**src/sv/nsl_ram.sv**
```systemverilog
`timescale 1ns / 1ps

module nsl_ram #(
  parameter int WIDTH = 32,
  parameter int DEPTH = 16
) (
  input  logic                                    clk,
  input  logic                                    we,
  input  logic [((DEPTH > 1) ? $clog2(DEPTH) : 1)-1:0] waddr,
  input  logic [WIDTH-1:0]                        wdata,
  input  logic [((DEPTH > 1) ? $clog2(DEPTH) : 1)-1:0] raddr,
  output logic [WIDTH-1:0]                        rdata
);

  logic [WIDTH-1:0] mem [DEPTH];

  // one write port, registered read port
  always_ff @(posedge clk) begin
    if (we) begin
      mem[waddr] <= wdata;
    end
    rdata <= mem[raddr];
  end

endmodule

```
**config.mk**
```make
export PLATFORM = sky130hd
export DESIGN_NAME = nsl_ram
export DESIGN_NICKNAME = d
export VERILOG_FILES = /design/src/sv/nsl_ram.sv
export SDC_FILE = /design/constraint.sdc
export NUM_CORES = 1
export LEC_CHECK = 0
export BUFFER_PORTS_ARGS = -buffer_cell sky130_fd_sc_hd__buf_2
export CAP_MARGIN = 25
export CORE_ASPECT_RATIO = 1.1
export CORE_MARGIN = 2
export CORE_UTILIZATION = 55
export CTS_CLUSTER_DIAMETER = 50
export CTS_CLUSTER_SIZE = 10
export DETAILED_ROUTE_END_ITERATION = 12
export PLACE_DENSITY_LB_ADDON = 0.15
export SYNTH_ARGS = -nofsm -noshare
export SYNTH_HDL_FRONTEND = slang
export SYNTH_SLANG_ARGS = --single-unit
```
**constraint.sdc**
```tcl
create_clock -name clk -period 5.3 [get_ports clk]
set_clock_uncertainty 0.15 [all_clocks]
set_input_delay 1.06 -clock clk [delete_from_list [all_inputs] [get_ports clk]]
set_output_delay 1.06 -clock clk [all_outputs]
set_load 0.05 [all_outputs]
```
## Word-level counts from Yosys, hierarchy flattened

Memories as Yosys holds them, arrays and structs flattened. A register that Yosys moved wholly into a read port is not among the register bits.
Index checks and enable logic that the tools add are counted.

| word-level totals | value |
|---|---|
| register bits | 0 |
| RAM bits | 512 |
| logic and storage cells | 3 |
| memories kept | 1 |

Memories:

| name | words | width | read ports | clocked after Yosys merged registers in | wr ports | line | source |
|---|---|---|---|---|---|---|---|
| mem | 16 | 32 | 1 | 1 | 1 | 15 | `logic [WIDTH-1:0] mem [DEPTH];` |

| operators by class | value |
|---|---|
| mux-type cells | 2 |

Operator list:

| kind | number |
|---|---|
| 2-to-1 mux 1 bit | 2 |

## Longest topological paths before layout

| depth | value |
|---|---|
| depth after elaboration | 2 |
| depth in mapped cells | 5 |
| depth with buffers taken out | 3 |

## Least setup slack after synthesis

Ideal clock, no wire load.

| path | value |
|---|---|
| path kind | input to register |
| from | input port waddr[2] (netlist name) |
| to | memory mem[0][0] (enable) |
| arrival time | 3778 ps |
| data required time | 4689 ps |
| setup slack | 910 ps |
| stages | 2 |
| cell sequence | or3b_2 nor3_1 |

RTL lines:

| what | line | source |
|---|---|---|
| from (decl) | 9 | `input logic [((DEPTH > 1) ? $clog2(DEPTH) : 1)-1:0] waddr,` |
| to (decl) | 15 |  |

Straight into the memory's write port.

## Final worst setup path

| path | value |
|---|---|
| from | input port waddr[2] (netlist name) |
| to | memory mem[11][8] (enable) |

Straight into the memory's write port.

==> out/results.tsv <==
metric	value	unit
CTS resizes	0	
I/O pin total	74	
pin count of the biggest net entering global routing	101	
post-CTS setup buffer count	0	
FP Rows	72	
RSZ-0062 raised after global routing	no	
Yosys Warn Count	0	
TNS Setup	0	ns
vias in the first global route	9704	
P&R area growth vs syn	14.65	%
Power Density	396.5	nW/um^2
Placer Congestion	0.7313	
most frequent cells in the layout	edfxtp_1 (512), mux4_2 (128), buf_2 (71)	
CP Max Fanout	20	
Hold Vio Cnt, Final	0	
Distinct cells, synth	18	
Core ar.	35400	um^2
fin area	22760	um^2
clk sink count	544	
Leak	7.320	nW
worst hold path class	flip-flop to flip-flop	
Avg Cell Area, Syn	23.69	um^2
setup violators final	0	
routed length per instance	28.50	um
cell taking the most area after synthesis	edfxtp_1	
register area share after synthesis	80.67	%
Reg clk slew, reported paths	0.06	ns
DRT iter0 DRCs	1028	
Max-Cap Viols	0	
fin nets	1002	
placed cell area	20990	um^2
#FFs+latches synth	544	
VDD IR-drop max	262.7	uV
worst-path cell chain	buf_2, nand3b_1, nor2_4, buf_4	
via count	9139	
antenna-violating nets left	0	
CTS tree	built	
Mapped Area	19850	um^2
fin crit share	52.27	%
Pre-antenna DRT Iters	5	
drt drc	0	
Slew headroom	32.22	%
antenna violations before repair	1	
minimum clock period	2.770	ns
PnR Total Power	0.009025	W
worst-skew pair later-pin latency	0.59	ns
first-pass GRT wire length	62280	um
Critical Path Source Type	input pin	
input/output buffers	73	
Tot GR Track Use	23.34	%
HPWL after DPL	21810	um
Root Buffer	clkbuf_16	
antenna cells	0	
Num CTS Buffers	60	
effective utilization at floorplan	56.08	%
crit path DAT	2.87	ns
final WL	42460	um
grt total ovfl	0	
CP endpoint kind	flip-flop	
crit path max-delay cell type	nor2_4	
Die X	185.2	um
Hold Buf Count CTS	0	
Synth area leaders	edfxtp_1 (77%), mux4_2 (15%), dfxtp_1 (3.2%)	
status	finished clean	
post-synth top area share	77.44	%
Crit path required time	5.40	ns
Worst Max-Slew Pin Slew	1.014	ns
Via density	6.134	
Die Y	203.3	um
flop-to-flop setup slack	3.76	ns
most common cell after layout, fill and taps aside	edfxtp_1	
cell count after synthesis	838	
Max Fclk	361.0	MHz
crit-path max cell delay	0.87	ns
layout cells sized above 1	31.22	%
fin. max-slew vios	0	
die area	37640	um^2
clock buffer depth	3	
Crit Path Category	input pin to flip-flop	
syn nets	880	
WHS	0.5171	ns
H-tree Lvls	2	
[cell families after synthesis]
group / after synthesis / share of synthesized area [%]
compound gates: 64 / 2.420
buf+inv: 43 / 1.122
flops: 544 / 80.67
mux: 128 / 14.52
simple gates: 59 / 1.273
[flip-flops by register name (all words and copies together) (netlist names)]
signal	cells
rdata	32
mem	512
[where the power goes]
group | switching, W | total [W] | internal [W]
Clock | 0.00153 | 0.00367 | 0.00214
Sequential | 0.0000284 | 0.00484 | 0.00481
Combinational | 0.000338 | 0.000513 | 0.000175
[Yosys cell counts (all sizes together)]
cell type and instances:
clkbuf 17, nor3 4, dfxtp 32, a22oi 64, nor2 13, nand3 1
nor2b 2, and2 1, mux4 128, edfxtp 512, or3b 1, nand2 33
buf 26, nand2b 2, nand3b 2
[per-stage QoR]
step,setup WS [ns],std cells,util (%)
2_1_floorplan,0.9104,838,-
3_3_place_gp,1.825,1375,59.17
3_5_place_dp,1.880,1377,59.29
4_1_cts,2.483,1488,64.18
5_1_grt,2.405,1490,64.30
6_report,2.530,1490,64.30
[worst max-delay path, delay by kind of cell]
| family | cells | cell delay [ns] |
|---|---|---|
| and+or+nand+nor | 2 | 1.23 |
| buffers and inverters | 2 | 0.57 |
[worst paths after layout]
path / endpoint / from / cells past startpoint
max: mem[11][8]$_DFFE_PP_ / waddr[2] / 4
min: rdata[23]$_DFF_P_ / mem[13][23]$_DFFE_PP_ / 3
max reg2reg: rdata[18]$_DFF_P_ / mem[0][18]$_DFFE_PP_ / 3
min reg2reg: rdata[23]$_DFF_P_ / mem[13][23]$_DFFE_PP_ / 3
[per-layer routing]
metal	wire length [um]	up-vias	part of all wire, %	GRT usage (%)
met1	17470	4877	41	33.77
met5	7	-	0.016	0
li1	-	3824	-	-
met3	3375	60	7.9	4.482
met2	20860	376	49	37.36
met4	751	2	1.8	6.037
[final cells by class]
cell class,instances,area (um^2)
flip-flops and latches,544,16020
clock inverters,3,25.02
well taps,481,601.8
fillers,2298,12640
clock buffers,108,1703
repair buffers,103,669.4
multi-input cells,251,3749
No activity file was read; power rests on OpenSTA's default activity.
