`src/sv/nsl_pkg.sv`:
```
`timescale 1ns / 1ps

package nsl_pkg;

  // command codes
  localparam logic [1:0] CMD_CLEAR   = 2'd0;
  localparam logic [1:0] CMD_SECTION = 2'd1;
  localparam logic [1:0] CMD_SYMBOL  = 2'd2;
  localparam logic [1:0] CMD_QUERY   = 2'd3;

  // result status codes
  localparam logic [1:0] ST_OK   = 2'd0;
  localparam logic [1:0] ST_FULL = 2'd1;
  localparam logic [1:0] ST_MISS = 2'd2;
  localparam logic [1:0] ST_HIT  = 2'd3;

  // nearest-symbol distance must stay below this
  localparam logic [30:0] DIST_LIMIT = 31'h7fffffff;

  // memory word layouts
  localparam int SEC_WORD_W = 62;  // {base[31:0], words[29:0]}
  localparam int SYM_WORD_W = 36;  // {owner[3:0], addr[31:0]}

  // query engine answer toward the top level
  typedef struct packed {
    logic        done;
    logic        hit;
    logic [7:0]  ordinal;
    logic [31:0] value;
  } qry_res_t;

endpackage

```
`src/sv/nsl_query.sv`:
```
`timescale 1ns / 1ps

module nsl_query
  import nsl_pkg::*;
#(
  parameter int MAX_SECTIONS = 16,
  parameter int MAX_SYMBOLS  = 256
) (
  input  logic clk,
  input  logic rst_n,
  input  logic start,
  input  logic [31:0] query_addr,
  input  logic [$clog2(MAX_SECTIONS+1)-1:0] sec_count,
  input  logic [$clog2(MAX_SYMBOLS+1)-1:0]  sym_count,
  output logic [((MAX_SECTIONS > 1) ? $clog2(MAX_SECTIONS) : 1)-1:0] sec_raddr,
  input  logic [SEC_WORD_W-1:0] sec_rdata,
  output logic [((MAX_SYMBOLS > 1) ? $clog2(MAX_SYMBOLS) : 1)-1:0] sym_raddr,
  input  logic [SYM_WORD_W-1:0] sym_rdata,
  input  logic ack,
  output qry_res_t res
);

  localparam int SCW = $clog2(MAX_SECTIONS + 1);
  localparam int YCW = $clog2(MAX_SYMBOLS + 1);
  localparam int SW  = (MAX_SECTIONS > 1) ? $clog2(MAX_SECTIONS) : 1;
  localparam int YW  = (MAX_SYMBOLS > 1) ? $clog2(MAX_SYMBOLS) : 1;

  localparam logic [1:0] S_IDLE = 2'd0;
  localparam logic [1:0] S_SEC  = 2'd1;
  localparam logic [1:0] S_SYM  = 2'd2;
  localparam logic [1:0] S_DONE = 2'd3;

  logic [1:0]     state_r, state_nxt;
  logic [31:0]    addr_r, addr_nxt;
  logic [SCW-1:0] sec_rd_r, sec_rd_nxt;
  logic [YCW-1:0] sym_rd_r, sym_rd_nxt;
  logic           pend_r, pend_nxt;
  logic [SW-1:0]  pend_sec_r, pend_sec_nxt;
  logic [YW-1:0]  pend_sym_r, pend_sym_nxt;
  logic [SW-1:0]  sel_r, sel_nxt;
  logic [30:0]    best_dist_r, best_dist_nxt;
  logic [YW-1:0]  best_idx_r, best_idx_nxt;
  logic [31:0]    best_addr_r, best_addr_nxt;
  logic           have_r, have_nxt;

  // section and symbol words from memory
  logic [31:0]    sec_lo, sec_hi, sym_a, gap;
  logic [3:0]     sym_own;
  logic           in_range, owner_eq;
  logic [SW+3:0]  own_ext, sel_ext;
  logic [YW+7:0]  ord_ext;

  assign sec_lo   = sec_rdata[61:30];
  assign sec_hi   = sec_lo + {sec_rdata[29:0], 2'b00};
  assign in_range = (addr_r >= sec_lo) && (addr_r <= sec_hi);

  assign sym_a    = sym_rdata[31:0];
  assign sym_own  = sym_rdata[35:32];
  assign own_ext  = {{SW{1'b0}}, sym_own};
  assign sel_ext  = {4'b0000, sel_r};
  assign owner_eq = (own_ext == sel_ext);
  assign gap      = addr_r - sym_a;

  assign sec_raddr = sec_rd_r[SW-1:0];
  assign sym_raddr = sym_rd_r[YW-1:0];

  // answer, ordinal taken modulo 256
  assign ord_ext     = {8'h00, best_idx_r};
  assign res.done    = (state_r == S_DONE);
  assign res.hit     = have_r;
  assign res.ordinal = have_r ? ord_ext[7:0] : 8'h00;
  assign res.value   = have_r ? best_addr_r : 32'h0;

  // scan sequencer: one read issued per cycle, checked the cycle after
  always_comb begin
    state_nxt     = state_r;
    addr_nxt      = addr_r;
    sec_rd_nxt    = sec_rd_r;
    sym_rd_nxt    = sym_rd_r;
    pend_nxt      = pend_r;
    pend_sec_nxt  = pend_sec_r;
    pend_sym_nxt  = pend_sym_r;
    sel_nxt       = sel_r;
    best_dist_nxt = best_dist_r;
    best_idx_nxt  = best_idx_r;
    best_addr_nxt = best_addr_r;
    have_nxt      = have_r;
    case (state_r)
      S_IDLE: begin
        if (start) begin
          state_nxt     = S_SEC;
          addr_nxt      = query_addr;
          sec_rd_nxt    = '0;
          pend_nxt      = 1'b0;
          have_nxt      = 1'b0;
          best_dist_nxt = DIST_LIMIT;
          best_idx_nxt  = '0;
          best_addr_nxt = '0;
        end
      end
      S_SEC: begin
        if (pend_r && in_range) begin
          // first section holding the address wins
          state_nxt  = S_SYM;
          sel_nxt    = pend_sec_r;
          sym_rd_nxt = '0;
          pend_nxt   = 1'b0;
        end else if (sec_rd_r < sec_count) begin
          pend_nxt     = 1'b1;
          pend_sec_nxt = sec_rd_r[SW-1:0];
          sec_rd_nxt   = sec_rd_r + 1'b1;
        end else if (pend_r) begin
          pend_nxt = 1'b0;
        end else begin
          state_nxt = S_DONE;
        end
      end
      S_SYM: begin
        if (pend_r && owner_eq && (sym_a == addr_r)) begin
          // exact match ends the walk
          state_nxt     = S_DONE;
          have_nxt      = 1'b1;
          best_idx_nxt  = pend_sym_r;
          best_addr_nxt = sym_a;
          pend_nxt      = 1'b0;
        end else begin
          if (pend_r && owner_eq && (sym_a < addr_r) && (gap < {1'b0, best_dist_r})) begin
            have_nxt      = 1'b1;
            best_dist_nxt = gap[30:0];
            best_idx_nxt  = pend_sym_r;
            best_addr_nxt = sym_a;
          end
          if (sym_rd_r < sym_count) begin
            pend_nxt     = 1'b1;
            pend_sym_nxt = sym_rd_r[YW-1:0];
            sym_rd_nxt   = sym_rd_r + 1'b1;
          end else if (pend_r) begin
            pend_nxt = 1'b0;
          end else begin
            state_nxt = S_DONE;
          end
        end
      end
      S_DONE: begin
        if (ack) begin
          state_nxt = S_IDLE;
        end
      end
      default: state_nxt = S_IDLE;
    endcase
  end

  // control state
  always_ff @(posedge clk) begin
    if (!rst_n) begin
      state_r <= S_IDLE;
      pend_r  <= 1'b0;
      have_r  <= 1'b0;
    end else begin
      state_r <= state_nxt;
      pend_r  <= pend_nxt;
      have_r  <= have_nxt;
    end
  end

  // scan datapath
  always_ff @(posedge clk) begin
    addr_r      <= addr_nxt;
    sec_rd_r    <= sec_rd_nxt;
    sym_rd_r    <= sym_rd_nxt;
    pend_sec_r  <= pend_sec_nxt;
    pend_sym_r  <= pend_sym_nxt;
    sel_r       <= sel_nxt;
    best_dist_r <= best_dist_nxt;
    best_idx_r  <= best_idx_nxt;
    best_addr_r <= best_addr_nxt;
  end

endmodule

```
`config.mk`:
```
export PLATFORM = sky130hd
export DESIGN_NAME = nsl_query
export DESIGN_NICKNAME = d
export VERILOG_FILES = /design/src/sv/nsl_pkg.sv /design/src/sv/nsl_query.sv
export SDC_FILE = /design/constraint.sdc
export NUM_CORES = 1
export LEC_CHECK = 0
export BUFFER_PORTS_ARGS = -buffer_cell sky130_fd_sc_hd__buf_2
export CORE_MARGIN = 3
export CORE_UTILIZATION = 40
export DETAILED_ROUTE_END_ITERATION = 6
export RECOVER_POWER = 25
export SLEW_MARGIN = 10
export SYNTH_ARGS = -nofsm -noshare
export SYNTH_HDL_FRONTEND = slang
export SYNTH_SLANG_ARGS = --single-unit
```
`constraint.sdc`:
```
create_clock -name clk -period 9.98 [get_ports clk]
set_input_delay 1.996 -clock clk [delete_from_list [all_inputs] [get_ports clk]]
set_output_delay 1.996 -clock clk [all_outputs]
set_load 0.05 [all_outputs]
```
==> Word-level counts from Yosys, hierarchy flattened <==
Index checks and enable logic that the tools add are counted.
{ "totals": {"reg_bits": 137, "input_bits": 148, "output_inout_bits": 54, "word_cells": 100} }
{ "op_classes": {"n_addsub": 4, "order_cmp": 6, "eq_ne": 16, "mux": 39, "bitwise_logic": 2, "n_reduce_logical": 21} }
{ "op_table": {"columns": ["cell", "n"], "rows": [
  ["two-way mux 32 bit", 4],
  ["two-way mux 31 bit", 3],
  ["one-hot mux 32 bit (2 select lines)", 1],
  ["one-hot mux 31 bit (2 select lines)", 1],
  ["adder 32 bit", 1],
  ["equality test 32 bit", 1],
  [">= comparator 32 bit", 1],
  ["<= comparator 32 bit", 1],
  ["less-than comparator 32 x 31 -> 1 bit", 1],
  ["less-than comparator 32 bit", 1],
  ["two-way mux 8 bit", 4],
  ["subtractor 32 bit", 1],
  ["two-way mux 9 bit", 3],
  ["one-hot mux 9 bit (2 select lines)", 1],
  ["inequality test 2 bit (second input constant)", 8],
  ["one-hot mux 8 bit (2 select lines)", 1],
  ["AND reduction 4 bit", 4],
  ["two-way mux 5 bit", 3],
  ["two-way mux 2 bit", 7],
  ["one-hot mux 5 bit (2 select lines)", 1],
  ["adder 9 x 1 -> 9 bit (second input constant)", 1],
  ["less-than comparator 9 bit", 1],
  ["inequality test 3 bit (second input constant)", 3],
  ["AND reduction 3 bit", 3],
  ["other kinds (15)", 32]
]} }

==> Longest topological paths before layout <==
Gate-level depths: netlist of run 1.
{ "logic_depth": {"word_depth": 7, "ltp_mapped": 22, "mapped_depth_nobuf": 22} }

==> Worst setup path after synthesis of run 1 <==
OpenSTA, ideal clock, no wires.
{ "synth_timing": {"path_type": "input-to-reg", "startpoint": "in sym_rdata[0]", "endpoint": "reg best_addr_r[0], enable pin", "setup_time_ns": 0.437, "arrival_ns": 7.171, "required_time_ns": 9.543, "slack_ns": 2.372, "path_stages": 20, "path_buffers": 0, "path_cell_list": "ha_1 -> inv_1 -> fa_1 -> a21o_1 -> a21oi_2 -> o221ai_2 -> a21o_1 -> a31o_2 -> a21o_1 -> a21oi_1 -> xnor2_1 -> ha_1 -> a21o_1 -> a2111oi_0 -> o41ai_1 -> nand2_1 -> o2111ai_1 -> nor3_1 -> a21oi_1 -> nor2_1"} }
{ "synth_between": {"elab_chain_len": 5, "word_cells_on_any_way": 9, "cone_classes": "add/sub (1); order compare (2); eq/ne (2); reduce/logical (4)"} }
{ "synth_rtl": {"columns": ["element", "line", "text"], "rows": [
  ["start: declaration", "nsl_query.sv:18", "input logic [SYM_WORD_W-1:0] sym_rdata,"],
  ["subtractor 32 bit", "nsl_query.sv:62", "assign gap = addr_r - sym_a;"],
  ["named net gap[18]", "nsl_query.sv:47", "logic [31:0] sec_lo, sec_hi, sym_a, gap;"],
  ["less-than comparator 32 x 31 -> 1 bit", "nsl_query.sv:127", "if (pend_r && owner_eq && (sym_a < addr_r) && (gap < {1'b0, best_dist_r})) begin"],
  ["logical AND 1 bit", "nsl_query.sv:127", null],
  ["inequality test 3 bit (no line)", null, null],
  ["AND reduction 3 bit (no line)", null, null],
  ["end signal: assignment", "nsl_query.sv:176", "best_addr_r <= best_addr_nxt;"],
  ["end: declaration", "nsl_query.sv:43", "logic [31:0] best_addr_r, best_addr_nxt;"]
]} }
The timed path passes the listed nets, and every way through them passes these cells.
A chain may end at the register's enable or synchronous reset.

==> Worst setup path after layout of run 1 <==
{ "layout_timing": {"startpoint": "in sym_rdata[12]", "endpoint": "reg best_dist_r[7], enable pin"} }
{ "layout_between": {"elab_chain_len": 5, "word_cells_on_any_way": 10, "cone_classes": "add/sub (1); order compare (2); eq/ne (3); reduce/logical (4)"} }
{ "layout_rtl": {"columns": ["element", "line", "text"], "rows": [
  ["subtractor 32 bit", "nsl_query.sv:62", null],
  ["named net gap[17]", "nsl_query.sv:47", null],
  ["less-than comparator 32 x 31 -> 1 bit", "nsl_query.sv:127", null],
  ["logical AND 1 bit", "nsl_query.sv:127", null],
  ["inequality test 2 bit (no line)", null, null],
  ["AND reduction 4 bit (no line)", null, null],
  ["end signal: assignment", "nsl_query.sv:174", "best_dist_r <= best_dist_nxt;"],
  ["end: declaration", "nsl_query.sv:41", "logic [30:0] best_dist_r, best_dist_nxt;"]
]} }
The timed path passes the listed nets, and every way through them passes these cells.

==> results.yml, run 1 <==
drt:
  routedWlPerCell_um: 16.1
  drc: 0
  firstDrtPassIters: 5
  routed_wl_um: 27900
  routed_via_density: 5.15
  vias: 8919
  first_iter_violations: 514
  ant_nets: 0
floorplan:
  rows: 60
  die-area_um2: 30000
  core-area_um2: 27300
  die-height_um: 173
  start_util_pct: 41.0
  ios: 202
  die_w_um: 173
placement:
  dp.cells: 1699
  portBuffers: 201
  gp_congestion: 0.860
  hpwl_um: 22100
worst_setup_path:
  critPathMaxStageDelay_ps: 960
  crit_fanout: 31
  path_delay_family: "compound AO/OA/AOI/OAI gates"
  cp_common_cell: "a21o_1"
  path_buf_inv: 3
  path_class: "in2reg"
  timing.rr.start: "addr_r[12]"
  cp_slowest_cell: "a21oi_4"
  critPathRequiredTime_ps: 10020
  cp-end-kind: "flop"
  startpoint: "sym_rdata[12]"
  startpoint_type: "primary input"
  path_cells: "buf_2, inv_1, ha_1, a21o_1, a21o_1, a21o_1, o21ai_2, inv_2, or3_1, a21oi_1, xnor2_1, ha_1, a21o_1, a21o_1, a2111oi_0, o41ai_1, nand2_1, o2111ai_1, nor3_1, nand3_1, a21oi_4"
  critical_path_arrival_ps: 7030
sta:
  fin_crit_ps: 6990
  final_hold_viol_count: 0
  finClkSkew_ps: 11.4
  max-slew-margin-rel_pct: -33.1
  worst_pin_slew_ps: 2000
  tns_ps: 0
  maxClockFrequency_mhz: 143
  rsz0062_at_grt: "false"
  setup-violations-final: 0
  post-route-period-util_pct: 70.0
  drv_slew: 45
clock_network:
  clk_path_buf_depth: 2
  ctsHtreeMaxLevel: 4
  post-cts-setup-buffers: 0
  cts.clk_slew.worst_paths_ps: 70
  clk_latency_ps: 430
  cts_buffers: 17
  cts_tree: "built"
  ctsResizeCount: 0
  cts-root-buf: "clkbuf_16"
  cts_hold_buf: 0
  cts_num_sinks: 137
logic_synthesis:
  async_reset_ff_share_pct: 0
  synth_cell_types: 72
  yosys.area.top_type_share_pct: 35.7
  yosysWarnings: 0
  syn-instance-count: 1153
  synth_area_um2: 11200
  synth_edf_count: 133
  synth_nets: 1475
  yosysSeqAreaShare_pct: 36.4
  synth-seq-cells: 137
  avgSynthCellArea_um2: 9.70
  synthTopCellsByCount: "172 x ha_1, 136 x inv_1, 133 x edfxtp_1"
  yosysMostFrequentCell: "ha_1"
  post-synth-top-area-cell: "edfxtp_1"
  synth_flop_cell: "edfxtp_1"
  ys_top_cells_by_area: "edfxtp_1 36%, ha_1 19%, inv_1 4.6%"
hold_path:
  min-delay-start: "pend_sec_r[2]"
  holdCritPathClass: "reg2reg"
layout:
  area_growth_pct: 17.1
  fin_util_pct: 48.1
  fillCellCount: 2636
  nets: 1668
  diodes: 0
  fin_cells: 1731
  drive_above_1_share_pct: 18.8
global_route:
  overflow: 0
  grt_pass1_vias: 8925
  grt_usage_pct: 18.6
  use_met3_pct: 3.37
  gr-usage-met2_pct: 32.1
  grt_max_degree: 45
  grtUsageMet1_pct: 25.1
  grt_pass1_wl_um: 45400
  grt-busiest-layer: "met2"
  antenna_found_initial: 0
status:
  status: "finished with violations"
  violations: "capacitance limit, slew limit"
pwr:
  p_int_uw: 1620
  p_per_area_nw_per_um2: 208
  p_sw_uw: 1100
  power_frac_seq_pct: 34.2
  clkPwrFrac_pct: 23.6
  ir_drop_v: 0.000137
  swShare_pct: 40.5
  combinationalPowerShare_pct: 42.2
  p_leak_uw: 0.00638
job:
  drv_cap: 1
[logic make-up after synthesis]
logic type               after synthesis  synth area share, %
AO/OA/AOI/OAI                        275                 16.7
XOR/XNOR                              64                 5.01
adder cells (fa/ha/maj)              174                 19.6
buffers and inverters                169                 6.22
flip-flops                           137                 36.4
multiplexers                           4                0.358
AND/OR/NAND/NOR                      330                 15.7
[worst register-to-register path, stage by stage, from the launching register on]
cell and delay, ps:
edfxtp_1 440, ha_1 390, a21o_1 220, a21o_1 180, a21o_1 200, o21ai_2 320, inv_2 90, or3_1 350
a21oi_1 180, xnor2_1 190, ha_1 300, a21o_1 190, a21o_1 170, a2111oi_0 410, o41ai_1 140, nand2_1 80
o2111ai_1 110, nor3_1 280, nand3_1 170, a21oi_4 960
[area by class of cell]
type	count	area (µm²)	area share (%)
multi-input cells	847	6440	49.1
clock inverters	15	155	1.18
flip-flops and latches	137	4070	31.1
well taps	372	465	3.55
inverters	138	518	3.95
clock buffers	17	425	3.25
repair buffers	205	1020	7.82
[per-layer routing]
metal	up-vias	share of wire, %	wire (µm)
li1	4524	-	-
met1	4173	47	13000
met2	210	48	13400
met3	12	4.7	1320
met4	0	0.56	155
met5	-	0	0
[placed cells by master (no fill, tap or decap), types with 4 or more instances in the layout]
master	n
a211oi_1	8
a21boi_0	4
a21o_1	65
a21oi_1	79
a31oi_1	7
and2_0	9
and2_1	49
and3_1	9
buf_2	195
clkbuf_1	7
clkbuf_16	17
dfxtp_1	4
edfxtp_1	133
ha_1	172
inv_1	136
inv_6	6
inv_8	4
mux2i_1	4
nand2_1	41
nand2b_1	41
nand3_1	24
nand4_1	25
nor2_1	81
nor2b_1	11
nor3_1	15
nor4_1	4
o2111ai_1	5
o211ai_1	9
o21a_1	11
o21ai_0	30
o21ai_1	6
o21bai_1	12
or3_1	7
xnor2_1	35
xor2_1	29
[sequential cells by signal, indices dropped and copies added, names as in the netlist]
name,cells
addr_r,32
best_addr_r,32
best_dist_r,31
sym_rd_r,9
best_idx_r,8
pend_sym_r,8
sec_rd_r,5
pend_sec_r,4
sel_r,4
state_r,2
have_r,1
pend_r,1
[worst paths after layout]
path	endpoint	slack [ps]	cells past startpoint
hold reg to reg	sel_r[2]	420	0
hold / removal	sel_r[2]	420	0
setup / recovery	best_dist_r[7]	2990	21
setup reg to reg	best_dist_r[7]	4230	19
[power by group through the flow]
stage          registers (µW)  clock network (µW)  logic [µW]
2_1_floorplan             913                   0         885
3_3_place_gp              944                   0        1130
3_5_place_dp              947                   0        1150
4_1_cts                   935                 657        1160
5_1_grt                   949                 683        1290
6_report                  931                 644        1150
[stage by stage]
step                      power [µW]  setup WS (ps)  area (µm²)  hold WS, ps
final                           2720           2990       13100          423
after global routing            2920           2610       13100          426
after CTS                       2750           3040       13100          425
after detailed placement        2100           2630       12500          409
after global placement          2080           2700       12500          402
after floorplan                 1800           2370       11200          400
(Power assumes the default switching activity.)
==> run 2: changes to the inputs <==
==> constraint.sdc (replaced) <==
create_clock -name clk -period 6.5 [get_ports clk]
set_input_delay 1.3 -clock clk [delete_from_list [all_inputs] [get_ports clk]]
set_output_delay 1.3 -clock clk [all_outputs]
set_load 0.05 [all_outputs]
==> results.yml, run 2 (same netlist as run 1, synthesis figures left out) <==
status:
  status: "finished with violations"
  violations: "capacitance limit, slew limit"
sta:
  post-route-period-util_pct: 90.9
  max-slew-margin-rel_pct: -43.3
  rsz0062_at_grt: "false"
  tns_ps: 0
  setup-violations-final: 0
  finClkSkew_ps: 13.3
  fin_crit_ps: 5910
  worst_pin_slew_ps: 2150
  drv_slew: 79
  maxClockFrequency_mhz: 169
  final_hold_viol_count: 0
drt:
  ant_nets: 0
  first_iter_violations: 489
  routed_via_density: 5.14
  drc: 0
  routed_wl_um: 27900
  routedWlPerCell_um: 16.1
  firstDrtPassIters: 6
  vias: 8935
layout:
  area_growth_pct: 18.1
  regArea_um2: 4070
  drive_above_1_share_pct: 19.6
  diodes: 0
  layout_commonest_cell: "buf_2"
  layout_common_cells: "200 x buf_2, 172 x ha_1, 136 x inv_1"
  multi_input_area_um2: 6440
  fin_util_pct: 48.5
  nets: 1676
  fillCellCount: 2616
  top_regs: "addr_r x32, best_addr_r x32, best_dist_r x31"
global_route:
  grt-busiest-layer: "met2"
  grt_max_degree: 43
  grtUsageMet1_pct: 24.4
  use_met3_pct: 2.74
  grt_pass1_wl_um: 44600
  antenna_found_initial: 0
  overflow: 0
  grt_pass1_vias: 8875
  grt_usage_pct: 18.4
  gr-usage-met2_pct: 31.1
hold_path:
  holdCritPathClass: "reg2reg"
  hold_depth: 0
worst_setup_path:
  path_delay_family: "compound AO/OA/AOI/OAI gates"
  path_cells: "buf_2, ha_1, o21ai_0, nor2_1, o21ai_0, o31ai_1, o221a_4, o31ai_4, o21bai_1, a21oi_1, xor2_1, ha_1, nand4_1, nor4_1, nand3_1, o2bb2ai_1, nor2_1, nor2b_1, a21oi_1"
  cp-end-kind: "flop"
  startpoint_type: "primary input"
  crit_fanout: 9
  path_class: "in2reg"
  critPathRequiredTime_ps: 6570
  critical_path_arrival_ps: 5970
  critPathMaxStageDelay_ps: 800
  crit_cells: 19
  cp_slowest_cell: "o31ai_1"
  worst-r2r-cell-count: 22
  path_buf_inv: 1
placement:
  portBuffers: 201
  gp_congestion: 0.860
  hpwl_um: 22400
clock_network:
  cts_tree: "built"
  cts_hold_buf: 0
  clk_latency_ps: 430
  cts.clk_slew.worst_paths_ps: 70
  ctsResizeCount: 0
  cts_buffers: 17
  clk_path_buf_depth: 2
  cts-root-buf: "clkbuf_16"
  ctsHtreeMaxLevel: 4
  post-cts-setup-buffers: 0
  cts_num_sinks: 137
job:
  drv_cap: 2
floorplan:
  die-height_um: 173
  die_w_um: 173
  ios: 202
  rows: 60
  start_util_pct: 41.0
  core-area_um2: 27300
  die-area_um2: 30000
pwr:
  p_per_area_nw_per_um2: 319
  ir_drop_v: 0.000146
  combinationalPowerShare_pct: 42.8
  p_int_uw: 2500
  clkPwrFrac_pct: 23.2
  p_leak_uw: 0.00645
  swShare_pct: 40.8
  p_sw_uw: 1720
  power_frac_seq_pct: 34.1
run 2: stage by stage:
step	hold slack [ps]	instances	power [µW]	cell area, µm²	setup WS (ps)
after global routing	441	1739	4520	13200	193
after global placement	402	1707	3230	12600	201
after floorplan	400	1153	2760	11200	246
final	424	1739	4220	13200	592
after detailed placement	411	1707	3260	12600	158
after CTS	427	1739	4250	13200	625
run 2: layer usage:
layer	up-vias	share of wire, %
met4	0	1.7
met1	4146	47
met2	233	47
li1	4526	-
met5	-	0
met3	30	4.4
run 2: final cells by class:
| type | instances | share of cell area (%) |
|---|---|---|
| multi-input cells | 847 | 48.7 |
| flip-flops and latches | 137 | 30.9 |
| repair buffers | 213 | 8.42 |
| inverters | 138 | 3.92 |
| well taps | 372 | 3.52 |
| clock buffers | 17 | 3.22 |
| clock inverters | 15 | 1.32 |
run 2: final timing paths:
path / from / end / slack [ps]
worst max-delay path: sec_rdata[35] / sym_rd_r[7] / 590
worst min-delay path: pend_sec_r[1] / sel_r[1] / 420
worst max register to register: addr_r[0] / best_addr_r[14] / 1170
worst min register to register: pend_sec_r[1] / sel_r[1] / 420
run 2: power by group through the flow:
| stage | sequential, µW | combinational [µW] | clock [µW] |
|---|---|---|---|
| after CTS | 1440 | 1820 | 995 |
| after global placement | 1460 | 1770 | 0 |
| after floorplan | 1400 | 1360 | 0 |
| after detailed placement | 1460 | 1800 | 0 |
| after global routing | 1470 | 2020 | 1030 |
| final | 1440 | 1800 | 976 |
run 2: worst register-to-register path, stage by stage (launching register included):
cell and delay (ps):
edfxtp_1 360, inv_1 110, ha_1 180, inv_1 50, fa_1 390, a21o_1 210, a21oi_2 220, o221ai_2 210
a21o_1 250, a31o_2 290, a21o_1 190, a21oi_1 180, xnor2_1 180, ha_1 290, a21o_1 160, a2111oi_0 410
o41ai_1 140, nand2_1 80, o2111ai_1 100, nor3_1 270, a21oi_1 160, nor2_4 350, buf_12 220
